**src/cld_pkg.sv**
```systemverilog
// Package for the console line discipline: payload types, codes and constants.
package cld_pkg;

  typedef struct packed {
    logic       op;
    logic [7:0] rx_byte;
    logic [5:0] read_limit;
  } in_item_t;

  typedef struct packed {
    logic       kind;
    logic [7:0] data;
    logic [5:0] read_length;
    logic       last;
  } out_item_t;

  typedef struct packed {
    logic echo_enable;
    logic canonical_enable;
    logic signal_enable;
  } cfg_t;

  typedef enum logic [2:0] {
    S_IDLE,
    S_ECHO,
    S_RAW,
    S_RD,
    S_DLV
  } seq_state_t;

  localparam logic OP_BYTE = 1'b0;
  localparam logic OP_DRY  = 1'b1;

  localparam logic KIND_ECHO = 1'b0;
  localparam logic KIND_READ = 1'b1;

  localparam logic [1:0] REG_ECHO   = 2'd0;
  localparam logic [1:0] REG_CANON  = 2'd1;
  localparam logic [1:0] REG_SIGNAL = 2'd2;

  localparam logic [7:0] CH_INTR  = 8'd3;
  localparam logic [7:0] CH_BS    = 8'd8;
  localparam logic [7:0] CH_LF    = 8'd10;
  localparam logic [7:0] CH_CR    = 8'd13;
  localparam logic [7:0] CH_SPACE = 8'd32;
  localparam logic [7:0] CH_DEL   = 8'd127;

endpackage

```
**src/cld_ram.sv**
```systemverilog
// Generic single-port-write, single-port-read RAM with registered read data.
module cld_ram #(
  parameter int WIDTH = 8,
  parameter int DEPTH = 32
) (
  input  logic                                   clk,
  input  logic                                   we,
  input  logic [(DEPTH > 1 ? $clog2(DEPTH) : 1)-1:0] waddr,
  input  logic [WIDTH-1:0]                       wdata,
  input  logic                                   re,
  input  logic [(DEPTH > 1 ? $clog2(DEPTH) : 1)-1:0] raddr,
  output logic [WIDTH-1:0]                       rdata
);

  logic [WIDTH-1:0] mem [DEPTH];

  always_ff @(posedge clk) begin
    if (we) begin
      mem[waddr] <= wdata;
    end
    if (re) begin
      rdata <= mem[raddr];
    end
  end

endmodule

```
**src/cld_seq.sv**
```systemverilog
// Line editing sequencer: fill count, RAM access, result generation and output register.
module cld_seq
  import cld_pkg::*;
#(
  parameter int LINE_DEPTH = 32
) (
  input  logic      clk,
  input  logic      rst,
  input  cfg_t      cfg,
  input  logic      item_valid,
  output logic      item_ready,
  input  in_item_t  item,
  output logic      result_valid,
  input  logic      result_ready,
  output out_item_t result
);

  localparam int FW = $clog2(LINE_DEPTH + 1);
  localparam int AW = (LINE_DEPTH > 1) ? $clog2(LINE_DEPTH) : 1;
  localparam logic [FW-1:0] DEPTH_F = FW'(LINE_DEPTH);
  localparam logic [5:0]    DEPTH6  = 6'(LINE_DEPTH);

  seq_state_t state, state_next;

  logic [FW-1:0] fill, fill_next;
  logic [FW-1:0] len, len_next;
  logic [FW-1:0] rd_idx, rd_idx_next;
  logic [7:0]    byte_q, byte_q_next;
  logic [1:0]    echo_idx, echo_idx_next;
  logic [1:0]    echo_last, echo_last_next;
  logic          erase, erase_next;
  logic          raw, raw_next;
  logic          dlv, dlv_next;

  logic          we;
  logic [AW-1:0] waddr;
  logic [7:0]    wdata;
  logic          re;
  logic [AW-1:0] raddr;
  logic [7:0]    rdata;

  logic          emit;
  out_item_t     emit_item;
  logic          load;
  logic          out_free;

  logic [7:0]    cmap;
  logic [5:0]    lim;
  logic [FW-1:0] fill_add;
  logic [FW-1:0] rd_inc;
  logic          deliver;

  cld_ram #(
    .WIDTH (8),
    .DEPTH (LINE_DEPTH)
  ) u_line_ram (
    .clk   (clk),
    .we    (we),
    .waddr (waddr),
    .wdata (wdata),
    .re    (re),
    .raddr (raddr),
    .rdata (rdata)
  );

  assign item_ready = (state == S_IDLE);
  assign out_free   = !result_valid || result_ready;
  assign load       = emit && out_free;
  assign rd_inc     = rd_idx + FW'(1);

  always_comb begin
    cmap = (item.rx_byte == CH_CR) ? CH_LF : item.rx_byte;
    lim  = (item.read_limit == 6'd0) ? 6'd1 : item.read_limit;
    if (lim > DEPTH6) begin
      lim = DEPTH6;
    end
    fill_add = (fill < DEPTH_F) ? fill + FW'(1) : fill;
    deliver  = (cmap == CH_LF) || (7'(fill_add) >= 7'(lim));
  end

  always_comb begin
    state_next     = state;
    fill_next      = fill;
    len_next       = len;
    rd_idx_next    = rd_idx;
    byte_q_next    = byte_q;
    echo_idx_next  = echo_idx;
    echo_last_next = echo_last;
    erase_next     = erase;
    raw_next       = raw;
    dlv_next       = dlv;
    we             = 1'b0;
    waddr          = fill[AW-1:0];
    wdata          = cmap;
    re             = 1'b0;
    raddr          = rd_idx[AW-1:0];
    emit           = 1'b0;
    emit_item      = '0;

    unique case (state)
      S_IDLE: begin
        if (item_valid) begin
          echo_idx_next = 2'd0;
          rd_idx_next   = '0;
          raw_next      = 1'b0;
          dlv_next      = 1'b0;
          erase_next    = 1'b0;
          priority if (item.op == OP_DRY) begin
            if (fill != '0) begin
              len_next   = fill;
              fill_next  = '0;
              state_next = S_RD;
            end
          end else if (!cfg.canonical_enable) begin
            byte_q_next    = item.rx_byte;
            raw_next       = 1'b1;
            echo_last_next = 2'd0;
            state_next     = cfg.echo_enable ? S_ECHO : S_RAW;
          end else if (item.rx_byte == CH_INTR && cfg.signal_enable) begin
            state_next = S_IDLE;
          end else if (item.rx_byte == CH_BS || item.rx_byte == CH_DEL) begin
            if (fill != '0) begin
              fill_next = fill - FW'(1);
              if (cfg.echo_enable) begin
                erase_next     = 1'b1;
                echo_last_next = 2'd2;
                state_next     = S_ECHO;
              end
            end
          end else begin
            byte_q_next    = cmap;
            echo_last_next = 2'd0;
            we             = (fill < DEPTH_F);
            if (deliver) begin
              len_next  = fill_add;
              fill_next = '0;
              dlv_next  = 1'b1;
            end else begin
              fill_next = fill_add;
            end
            if (cfg.echo_enable) begin
              state_next = S_ECHO;
            end else if (deliver) begin
              state_next = S_RD;
            end
          end
        end
      end
      S_ECHO: begin
        emit                  = 1'b1;
        emit_item.kind        = KIND_ECHO;
        emit_item.data        = !erase ? byte_q : (echo_idx == 2'd1) ? CH_SPACE : CH_BS;
        emit_item.read_length = 6'd0;
        emit_item.last        = (echo_idx == echo_last) && !raw && !dlv;
        if (load) begin
          if (echo_idx == echo_last) begin
            priority if (raw) begin
              state_next = S_RAW;
            end else if (dlv) begin
              state_next = S_RD;
            end else begin
              state_next = S_IDLE;
            end
          end else begin
            echo_idx_next = echo_idx + 2'd1;
          end
        end
      end
      S_RAW: begin
        emit                  = 1'b1;
        emit_item.kind        = KIND_READ;
        emit_item.data        = byte_q;
        emit_item.read_length = 6'd1;
        emit_item.last        = 1'b1;
        if (load) begin
          state_next = S_IDLE;
        end
      end
      S_RD: begin
        re         = 1'b1;
        state_next = S_DLV;
      end
      S_DLV: begin
        emit                  = 1'b1;
        emit_item.kind        = KIND_READ;
        emit_item.data        = rdata;
        emit_item.read_length = 6'(len);
        emit_item.last        = (rd_inc == len);
        if (load) begin
          if (rd_inc == len) begin
            state_next = S_IDLE;
          end else begin
            rd_idx_next = rd_inc;
            re          = 1'b1;
            raddr       = rd_inc[AW-1:0];
          end
        end
      end
      default: begin
        state_next = S_IDLE;
      end
    endcase
  end

  always_ff @(posedge clk) begin
    if (rst) begin
      state        <= S_IDLE;
      fill         <= '0;
      result_valid <= 1'b0;
    end else begin
      state <= state_next;
      fill  <= fill_next;
      if (load) begin
        result_valid <= 1'b1;
      end else if (result_ready) begin
        result_valid <= 1'b0;
      end
    end
  end

  always_ff @(posedge clk) begin
    len       <= len_next;
    rd_idx    <= rd_idx_next;
    byte_q    <= byte_q_next;
    echo_idx  <= echo_idx_next;
    echo_last <= echo_last_next;
    erase     <= erase_next;
    raw       <= raw_next;
    dlv       <= dlv_next;
    if (load) begin
      result <= emit_item;
    end
  end

endmodule

```
**src/console_line_discipline.sv**
```systemverilog
// Console line discipline top level: APB register block and line sequencer.
//
//   channel   dir  handshake                    payload
//   item      in   item_valid / item_ready      in_item_t  (op, rx_byte, read_limit)
//   result    out  result_valid / result_ready  out_item_t (kind, data, read_length, last)
//   apb       in   psel / penable / pready      paddr, pwdata, prdata
//
// One item at a time: it is accepted in S_IDLE, then one result per cycle goes through
// the output register unless stalled; S_RD starts the RAM read of a delivered line.
// Synchronous reset clears the fill count and control; the line RAM needs no clearing.
// Stalled results hold the sequencer; item_ready is low until the last one is loaded.
module console_line_discipline
  import cld_pkg::*;
#(
  parameter int LINE_DEPTH = 32
) (
  input  logic        clk,
  input  logic        rst,
  input  logic        item_valid,
  output logic        item_ready,
  input  in_item_t    item,
  output logic        result_valid,
  input  logic        result_ready,
  output out_item_t   result,
  input  logic        psel,
  input  logic        penable,
  input  logic        pwrite,
  input  logic [3:0]  paddr,
  input  logic [31:0] pwdata,
  output logic [31:0] prdata,
  output logic        pready
);

  cfg_t       cfg;
  logic       wr_en;
  logic [1:0] reg_idx;

  assign pready  = 1'b1;
  assign reg_idx = paddr[3:2];
  assign wr_en   = psel && penable && pwrite;

  always_ff @(posedge clk) begin
    if (rst) begin
      cfg.echo_enable      <= 1'b1;
      cfg.canonical_enable <= 1'b1;
      cfg.signal_enable    <= 1'b1;
    end else if (wr_en) begin
      unique case (reg_idx)
        REG_ECHO:   cfg.echo_enable      <= pwdata[0];
        REG_CANON:  cfg.canonical_enable <= pwdata[0];
        REG_SIGNAL: cfg.signal_enable    <= pwdata[0];
        default:    ;
      endcase
    end
  end

  always_comb begin
    prdata = '0;
    unique case (reg_idx)
      REG_ECHO:   prdata[0] = cfg.echo_enable;
      REG_CANON:  prdata[0] = cfg.canonical_enable;
      REG_SIGNAL: prdata[0] = cfg.signal_enable;
      default:    prdata    = '0;
    endcase
  end

  cld_seq #(
    .LINE_DEPTH (LINE_DEPTH)
  ) u_seq (
    .clk          (clk),
    .rst          (rst),
    .cfg          (cfg),
    .item_valid   (item_valid),
    .item_ready   (item_ready),
    .item         (item),
    .result_valid (result_valid),
    .result_ready (result_ready),
    .result       (result)
  );

endmodule
```
**config.mk**
```make
export PLATFORM = sky130hd
export DESIGN_NAME = console_line_discipline
export DESIGN_NICKNAME = d
export VERILOG_FILES = /design/src/cld_pkg.sv /design/src/cld_ram.sv /design/src/cld_seq.sv /design/src/console_line_discipline.sv
export SDC_FILE = /design/constraint.sdc
export NUM_CORES = 1
export LEC_CHECK = 0
export BUFFER_PORTS_ARGS = -buffer_cell sky130_fd_sc_hd__buf_2
export CAP_MARGIN = 5
export CORE_MARGIN = 2
export CORE_UTILIZATION = 50
export DETAILED_ROUTE_END_ITERATION = 6
export PLACE_DENSITY = 0.73
export SYNTH_ARGS = -nofsm -noshare
export SYNTH_HDL_FRONTEND = slang
export SYNTH_SLANG_ARGS = --single-unit
```
**constraint.sdc**
```tcl
create_clock -name clk -period 3.6 [get_ports clk]
set_input_delay 0.54 -clock clk [delete_from_list [all_inputs] [get_ports clk]]
set_output_delay 0.54 -clock clk [all_outputs]
set_load 0.03 [all_outputs]
```
# Word-level counts from Yosys, hierarchy flattened
# Memory sizes are Yosys's and may differ from the RTL's. A register that Yosys moved wholly into a read port is not among the register bits.
# Index checks and enable logic that the tools add are counted.
# W data, S select, Z words.
dict set report totals {
  in_bits 58
  output_inout_bits 51
  regBits 56
  ramBits 256
  memories 1
  elab_cells 174
}
# name words width rd rd_clocked_by_memory_dff wr line_no
set memory_table {}
lappend memory_table {u_seq.u_line_ram.mem 32 8 1 1 1 cld_ram.sv:15} ;# logic [WIDTH-1:0] mem [DEPTH];
dict set report classes {
  reduce_logical 35
  n_lt_le_gt_ge 3
  eq_ne 34
  bitwise 4
  muxes 75
  addsub 4
}
# op n
set op_table {}
lappend op_table {{$mux W6} 20}
lappend op_table {{$mux W3} 16}
lappend op_table {{$pmux W16 S3} 1}
lappend op_table {{$mux W8} 5}
lappend op_table {{$eq A8 B4 Y1 const B} 3}
lappend op_table {{$mux W2} 9}
lappend op_table {{$mux W1} 16}
lappend op_table {{$mux W5} 3}
lappend op_table {{$pmux W3 S5} 1}
lappend op_table {{$ne A2 B1 Y1 const B} 7}
lappend op_table {{$ne A2 B2 Y1 const B} 7}
lappend op_table {{$add A6 B1 Y6 const B} 2}
lappend op_table {{$pmux W6 S2} 1}
lappend op_table {{$reduce_and A6 Y1} 2}
lappend op_table {{$reduce_and A10 Y1} 1}
lappend op_table {{$reduce_bool A2 Y1} 5}
lappend op_table {{$eq A8 B2 Y1 const B} 1}
lappend op_table {{$eq A8 B7 Y1 const B} 1}
lappend op_table {{$reduce_and A2 Y1} 4}
lappend op_table {{$reduce_and A4 Y1} 2}
lappend op_table {{$reduce_and A7 Y1} 1}
lappend op_table {{$eq A3 B2 Y1 const B} 2}
lappend op_table {{$eq A6 B6 Y1} 1}
lappend op_table {{$ge A6 B6 Y1} 1}
lappend op_table {{29 further kinds} 43}

# Depth between registers and ports, before layout
# Gate-level depths: netlist of the first run.
dict set report logic_depth {
  ltp_word 14
  depth_mapped 14
  ltp_nobuf 13
}

# Cells and area by module
# From an unflattened synthesis of the first run, not the netlist that was laid out.
dict set report hier_totals {
  hier_cells 810
  hier_area_um2 13918.3
}
# mod instances seq_area_each_um2 cells_each area_each_um2
set by_module_without_submodules {}
lappend by_module_without_submodules {cld_ram 1 7927.6 417 10133.5}
lappend by_module_without_submodules {cld_seq 1 1461.4 341 3380.7}
lappend by_module_without_submodules {console_line_discipline 1 60.1 52 404.1}

# Least setup slack after synthesis of the first run
# Ideal clock, no wire load.
dict set report synth_path {
  kind {flip-flop to flip-flop}
  start {register u_seq.fill[0]}
  end {register u_seq.state[2]}
  setup_ps 57
  slack_ps 262
  path_buffers 1
  stages_incl_launch_ff 14
  required_time_ps 3543
  period_less_slack_ps 3338
  arrival_ps 3281
  path_cell_list {dfxtp_1 inv_1 ha_1 mux2_2 ha_1 a21o_1 a21o_1 a21o_1 a21o_1 a211o_1 clkbuf_1 a2111o_1 a21boi_0 o21ba_2}
}
dict set report synth_between {
  elab_chain_cells 6
  word_cells_on_any_way 10
  cone_classes {add/sub: 1; order compare: 2; eq/ne: 3; mux: 1; reduce/logical: 3}
}
# element line_no
set synth_rtl {}
lappend synth_rtl {{from (decl)} cld_seq.sv:25} ;# logic [FW-1:0] fill, fill_next;
lappend synth_rtl {{from (signal assigned)} cld_seq.sv:212} ;# fill <= fill_next;
lappend synth_rtl {{$add A6 B1 Y6 or $lt A6 B6 Y1 (tied branches)} cld_seq.sv:77} ;# fill_add = (fill < DEPTH_F) ? fill + FW'(1) : fill;
lappend synth_rtl {{$mux W6} cld_seq.sv:77}
lappend synth_rtl {{$ge A6 B6 Y1} cld_seq.sv:78} ;# deliver = (cmap == CH_LF) || (7'(fill_add) >= 7'(lim));
lappend synth_rtl {{$logic_or A1 B1 Y1} cld_seq.sv:78}
lappend synth_rtl {{$ne A6 B3 Y1 (no line)} -}
lappend synth_rtl {{$reduce_and A10 Y1 (no line) (*)} -}
lappend synth_rtl {{to (signal assigned)} cld_seq.sv:211} ;# state <= state_next;
lappend synth_rtl {{to (decl)} cld_seq.sv:23} ;# seq_state_t state, state_next;
# Every way passes the cells marked *; elsewhere a longest branch is shown, timed or not.
# A chain may end at the register's enable or synchronous reset.

# Worst setup path in the final report of the first run
dict set report layout_path {
  start {register u_seq.rd_idx[0]}
  end {register u_seq.u_line_ram.rdata[7], read port of u_seq.u_line_ram.mem, data pin}
}
dict set report layout_between {
  elab_chain_cells 5
  word_cells_on_any_way 8
  cone_classes {add/sub: 1; eq/ne: 1; mux: 6}
}
# element line_no
set layout_rtl {}
lappend layout_rtl {{from (decl)} cld_seq.sv:27} ;# logic [FW-1:0] rd_idx, rd_idx_next;
lappend layout_rtl {{from (signal assigned)} cld_seq.sv:223} ;# rd_idx <= rd_idx_next;
lappend layout_rtl {{$add A6 B1 Y6} cld_seq.sv:69} ;# assign rd_inc = rd_idx + FW'(1);
lappend layout_rtl {{$eq A6 B6 Y1} cld_seq.sv:190} ;# if (rd_inc == len) begin
lappend layout_rtl {{$mux W1 or $mux W5 (tied branches)} cld_seq.sv:190}
lappend layout_rtl {{$mux W1 or $mux W5 (tied branches)} cld_seq.sv:189} ;# if (load) begin
lappend layout_rtl {{$pmux W1 S2 or $mux W5 (tied branches)} cld_seq.sv:100} ;# unique case (state)
lappend layout_rtl {{to (decl)} cld_ram.sv:12} ;# output logic [WIDTH-1:0] rdata
# Parallel ways exist; a longest one is shown, timed or not.

==> flow_summary.toml, run 1 <==
[clocking]
numClockSinks = 319
cts_inserted_buffers = 35
cts_tree = "done"
max-clock-path-buffers = 3
cts_root_buffer = "clkbuf_16"
ctsHoldBuffers = 0
insertion_delay_ns = 0.53
path_clk_slew_ns = 0.06
htree_levels = 2

[floorplanning]
fp.dieW_um = 178
start_util_pct = 50.9
core_um2 = 29700
chipHeight_um = 178
die_area_um2 = 31600
rows = 63
io_pins = 109

[timing]
timing.fmax_ghz = 0.284
tightestPinTransition_ns = 1.13
setup_viol = 0
layout_min_cycle_time_ns = 3.52
rsz0062_at_grt = "yes"
min_period_over_period_pct = 97.7
timing.final.ws_setup_ns = 0.0817
hold_viol = 0
finClkSkew_ns = 0.0153
drv_slew = 0
relSlewSlack_pct = 24.0

[power]
vdd_drop_max_uv = 366
p_switching_uw = 3600
p_seq_share_pct = 39.6
clock_power_share_pct = 31.5
comb_power_share_pct = 28.9
swShare_pct = 32.3
p_int_uw = 7560
leakagePower_uw = 0.00609
p_per_area_nw_per_um2 = 638

[yosys]
synth_area_leaders = "edfxtp_1, mux2i_1, nor2_1"
synth_edf_count = 306
syn_area_um2 = 15100
async_flop_share_pct = 0
netlist.area_leader.share_pct = 60.8
synth_top_cell_by_area = "edfxtp_1"
avgSynthCellArea_um2 = 12.2
ys_warn_count = 0
seq_area_frac_synth_pct = 62.5
ys.flop_type = "edfxtp_1"
syn_inst = 1234
ys_ff_latch = 319
synthDistinctLibCells = 72

[grt]
grt.met2_usage_pct = 37.6
antenna_found_initial = 0
grt_start_max_net_pins = 56
grt_pass1_wl_um = 58800
busiest_layer = "met2"
met1_usage_pct = 34.5
grtUsageTotal_pct = 24.3
grt_pass1_vias = 10300
grt_use_met3_pct = 3.77
grt_overflow_total = 0

[hold_path]
holdPathStages = 3
hp-class = "in2reg"

[detailed_routing]
initialDrtViolationCount = 1257
via_per_inst = 6.19
ant_nets = 0
remaining_drc_errors = 1
dr.pass1.iters = 7
wirelength_um = 37800
wl_per_cell_um = 21.8
routed-via-count = 10800

[placed_design]
portBuffers = 43
placed_area_um2 = 16200
place_ws_ns = -0.0360
routabilityCongestion = 0.889
dp_hpwl_um = 24300

[worst_setup_path]
cp_data_arrival_time_ns = 3.74
worst_r2r_path_depth = 13
critPathMaxFanout = 21
path_class = "reg2reg"
cp-start-kind = "register"
endpoint_kind = "register"
required_ns = 3.83

[layout]
num_antenna_cells = 0
design_area_um2 = 17500
nNetsFinal = 1394
final_cell_mix = "edfxtp_1, nor2_1, nand2_1"
final_common_cell = "edfxtp_1"
syn2layout_area_growth_pct = 15.8
drive_gt1_share_pct = 18.4

[run_status]
status = "finished with violations"
violations = "DRC"

[flow_run]
maxCapViolations = 0
routing by layer:
layer | vias up | share of wire (%)
met4 | 0 | 3.6
met2 | 614 | 47
met5 | - | 0
li1 | 4888 | -
met1 | 5191 | 41
met3 | 86 | 9.1
registers in the layout, indices dropped and copies added, names as in the netlist:
signal / flops
u_seq.result_valid: 1
u_seq.rd_idx: 6
u_seq.dlv: 1
cfg: 3
u_seq.erase: 1
u_seq.echo_last: 1
u_seq.state: 3
u_seq.byte_q: 8
u_seq.echo_idx: 2
u_seq.u_line_ram.mem: 256
u_seq.len: 6
u_seq.u_line_ram.rdata: 8
u_seq.result: 16
u_seq.raw: 1
u_seq.fill: 6
what timing repair did:
action,in CTS,in global routing
pin swaps,0,7
resized for setup,2,21
setup buffers,0,5
setup endpoints to repair,2,8
cloned,0,0
cell families after synthesis:
logic type                 after synthesis  synth area share [%]
AOI/OAI and AO/OA                      321                  14.8
xor gates and xnor gates                29                  1.92
adders and majority gates               13                  1.08
buffers and inverters                  141                  4.44
DFF                                    319                  62.5
muxes                                   62                  4.41
other                                    2                0.0497
and+or+nand+nor                        347                  10.8
cell usage after synthesis (all sizes together) (17+ instances only):
master	n
o21ai	39
clkbuf	58
mux2	17
o221ai	29
mux2i	43
edfxtp	306
nor2	114
buf	56
nor2b	18
nor3	28
a21oi	59
nand3	23
nor4	20
o22ai	51
inv	26
a211oi	46
nand2	90
path summary, 6_finish.rpt:
| kind | startpoint | endpoint | slack, ns |
|---|---|---|---|
| setup / recovery | u_seq.rd_idx[0] | u_seq.u_line_ram.rdata[7] | 0.08 |
| hold / removal | pwdata[0] | cfg[0] | 0.29 |
| setup reg to reg | u_seq.rd_idx[0] | u_seq.u_line_ram.rdata[7] | 0.08 |
| hold reg to reg | u_seq.byte_q[5] | u_seq.result[12] | 0.52 |
area by class of cell:
| cell class | count | area, um^2 |
|---|---|---|
| Sequential cell | 319 | 9450 |
| Clock inverter | 25 | 249 |
| Inverter | 27 | 101 |
| Tap cell | 390 | 488 |
| Fill cell | 2285 | 12200 |
| Multi-Input combinational cell | 804 | 5260 |
| Timing Repair Buffer | 136 | 1060 |
| Clock buffer | 39 | 891 |
power by group through the flow:
stage	combinational (uW)	sequential [uW]	clock, uW
after floorplan	1850	4660	0
after global placement	3010	4490	0
after detailed placement	3070	4500	0
after CTS	3090	4420	3550
after global routing	3470	4440	3690
final	3230	4430	3510
critical path, cell delays in order, from the launching register on:
cell and delay (ns):
edfxtp_1 0.43, ha_4 0.23, xnor2_2 0.15, xnor2_1 0.17, or4_4 0.58, o21ai_4 0.30
buf_12 0.21, buf_12 0.17, nor2_1 0.07, a21oi_1 0.18, o32ai_1 0.17, nor4_4 0.30
buf_4 0.16, a221oi_1 0.09
through the flow:
step	TNS (ns)	power (uW)	utilization, %	std cells	hold slack [ns]
global placement	0	7510	54.5	1671	0.495
detailed placement	-0.0360	7570	54.5	1671	0.493
floorplan	0	6510	-	1264	0.469
CTS	0	11100	58.4	1735	0.279
global route	-0.108	11600	58.9	1740	0.299
finish	0	11200	58.9	1740	0.287
No activity file was read; power rests on OpenSTA's default activity.
==> inputs of run 2 (changes only) <==
Settings changed: PLACE_DENSITY 0.73 to 0.82.
==> flow_summary.toml, run 2 (same netlist as run 1, synthesis figures left out) <==
[power]
p_per_area_nw_per_um2 = 630
leakagePower_uw = 0.00593
total_power_uw = 10900
vdd_drop_max_uv = 303

[flow_run]
maxCapViolations = 0

[timing]
setup_viol = 1
min_period_over_period_pct = 102
timing.fmax_ghz = 0.272
timing.final.ws_setup_ns = -0.0712
drv_slew = 0
relSlewSlack_pct = 19.9
tightestPinTransition_ns = 1.20
fin_setup_tns_ns = -0.0712
hold_viol = 0
layout_min_cycle_time_ns = 3.67
finClkSkew_ns = 0.0275

[hold_path]
hp-class = "in2reg"
holdPathStages = 1
min-delay-start = "item[13]"
whs_endpoint = "u_seq.byte_q[7]"

[floorplanning]
fp.dieW_um = 178
die_area_um2 = 31600
io_pins = 109
start_util_pct = 50.9
chipHeight_um = 178
rows = 63
core_um2 = 29700

[worst_setup_path]
cp-start-kind = "register"
cp_data_arrival_time_ns = 3.93
path_class = "reg2reg"
rr_startpoint = "u_seq.rd_idx[0]"
critPathMaxFanout = 19
reg2reg_to = "u_seq.u_line_ram.rdata[5]"
worst_r2r_path_depth = 13
worst-r2r-setup-slack_ns = -0.07
endpoint_kind = "register"
required_ns = 3.86

[clocking]
insertion_delay_ns = 0.53
cts_inserted_buffers = 34
max-clock-path-buffers = 3
htree_levels = 2
cts_root_buffer = "clkbuf_16"
numClockSinks = 319
ctsHoldBuffers = 0
cts_tree = "done"
path_clk_slew_ns = 0.06

[grt]
grt_pass1_vias = 10600
grtUsageTotal_pct = 23.8
grt_start_max_net_pins = 54
grt_overflow_total = 0
grt_pass1_wl_um = 57700
antenna_found_initial = 0

[layout]
final_cell_mix = "edfxtp_1, nor2_1, nand2_1"
largestRegisters = "u_seq.u_line_ram.mem: 256 flops, u_seq.result: 16 flops"
largest_reg_flops = 256
regMostFlops = "u_seq.u_line_ram.mem"
syn2layout_area_growth_pct = 14.3
nNetsFinal = 1370
final_cells = 1714
num_antenna_cells = 0
drive_gt1_share_pct = 16.8
fillCellCount = 2177
final_common_cell = "edfxtp_1"

[detailed_routing]
remaining_drc_errors = 0
via_per_inst = 6.39
routed-via-count = 11000
initialDrtViolationCount = 1437
dr.pass1.iters = 6
wl_per_cell_um = 22.2
wirelength_um = 38000
ant_nets = 0

[placed_design]
portBuffers = 43
routabilityCongestion = 0.912
dp_hpwl_um = 23900
place_inst = 1646

[run_status]
violations = "setup timing"
status = "finished with violations"
==> run 2: timing repair <==
item,CTS,global route
endpoints found under the setup margin,2,8
resized for setup,3,32
buffers inserted,0,6
gates cloned,0,1
endpoints found under the hold margin,0,0
pin swaps,0,10
==> run 2: cell type report <==
cell class | instances | area (um^2) | area share, %
multi-input cells | 804 | 5310 | 30.7
repair buffers | 113 | 886 | 5.13
inverters | 27 | 101 | 0.587
well taps | 390 | 488 | 2.83
clock buffers | 46 | 896 | 5.19
clock inverters | 15 | 148 | 0.855
flip-flops and latches | 319 | 9450 | 54.7
==> run 2: stage by stage <==
step | hold slack (ns) | setup WS [ns] | area [um^2] | utilization (%)
final | 0.270 | -0.0712 | 17300 | 58.1
after global placement | 0.485 | -0.00816 | 16000 | 53.8
after floorplan | 0.469 | 0.262 | 15200 | -
after detailed placement | 0.495 | -0.0545 | 16000 | 53.8
after CTS | 0.259 | 0.00497 | 17000 | 57.3
after global routing | 0.265 | -0.124 | 17300 | 58.1
==> run 2: worst max-delay path by stage <==
stage | from | to | slack, ns | cells past startpoint
2_1_floorplan | u_seq.fill[0] | u_seq.state[2] | 0.26 | 13
3_3_place_gp | u_seq.rd_idx[0] | u_seq.u_line_ram.rdata[4] | -0.008 | 12
3_5_place_dp | u_seq.rd_idx[1] | u_seq.u_line_ram.rdata[4] | -0.05 | 12
4_1_cts | u_seq.rd_idx[1] | u_seq.u_line_ram.rdata[4] | 0.005 | 12
5_1_grt | u_seq.rd_idx[0] | u_seq.u_line_ram.rdata[5] | -0.12 | 12
6_report | u_seq.rd_idx[0] | u_seq.u_line_ram.rdata[5] | -0.07 | 13
==> run 2: critical path, stage by stage (launching register included) <==
cell and delay, ns:
edfxtp_1 0.44, ha_4 0.28, xnor2_1 0.20, nand2_1 0.14, or4_4 0.54, o21ai_4 0.34, buf_12 0.17, buf_16 0.15
nor2_1 0.06, a21oi_1 0.20, o32ai_2 0.13, nor4_2 0.47, buf_4 0.21, a221oi_2 0.07
==> run 2: power by group <==
group	switching, uW	leakage, uW	internal, uW	total (uW)
combinational	2020	0.00255	1120	3140
clock	1450	0.000491	1850	3300
sequential	98.3	0.00288	4350	4440
total	3570	0.00593	7310	10900
==> run 2: per-layer routing <==
| metal | up-vias | GRT usage [%] | share of wire (%) |
|---|---|---|---|
| li1 | 4826 | - | - |
| met1 | 5248 | 30.7 | 37 |
| met2 | 769 | 38.9 | 48 |
| met3 | 112 | 4.13 | 10 |
| met4 | 0 | 11.5 | 4.6 |
| met5 | - | 0 | 0 |
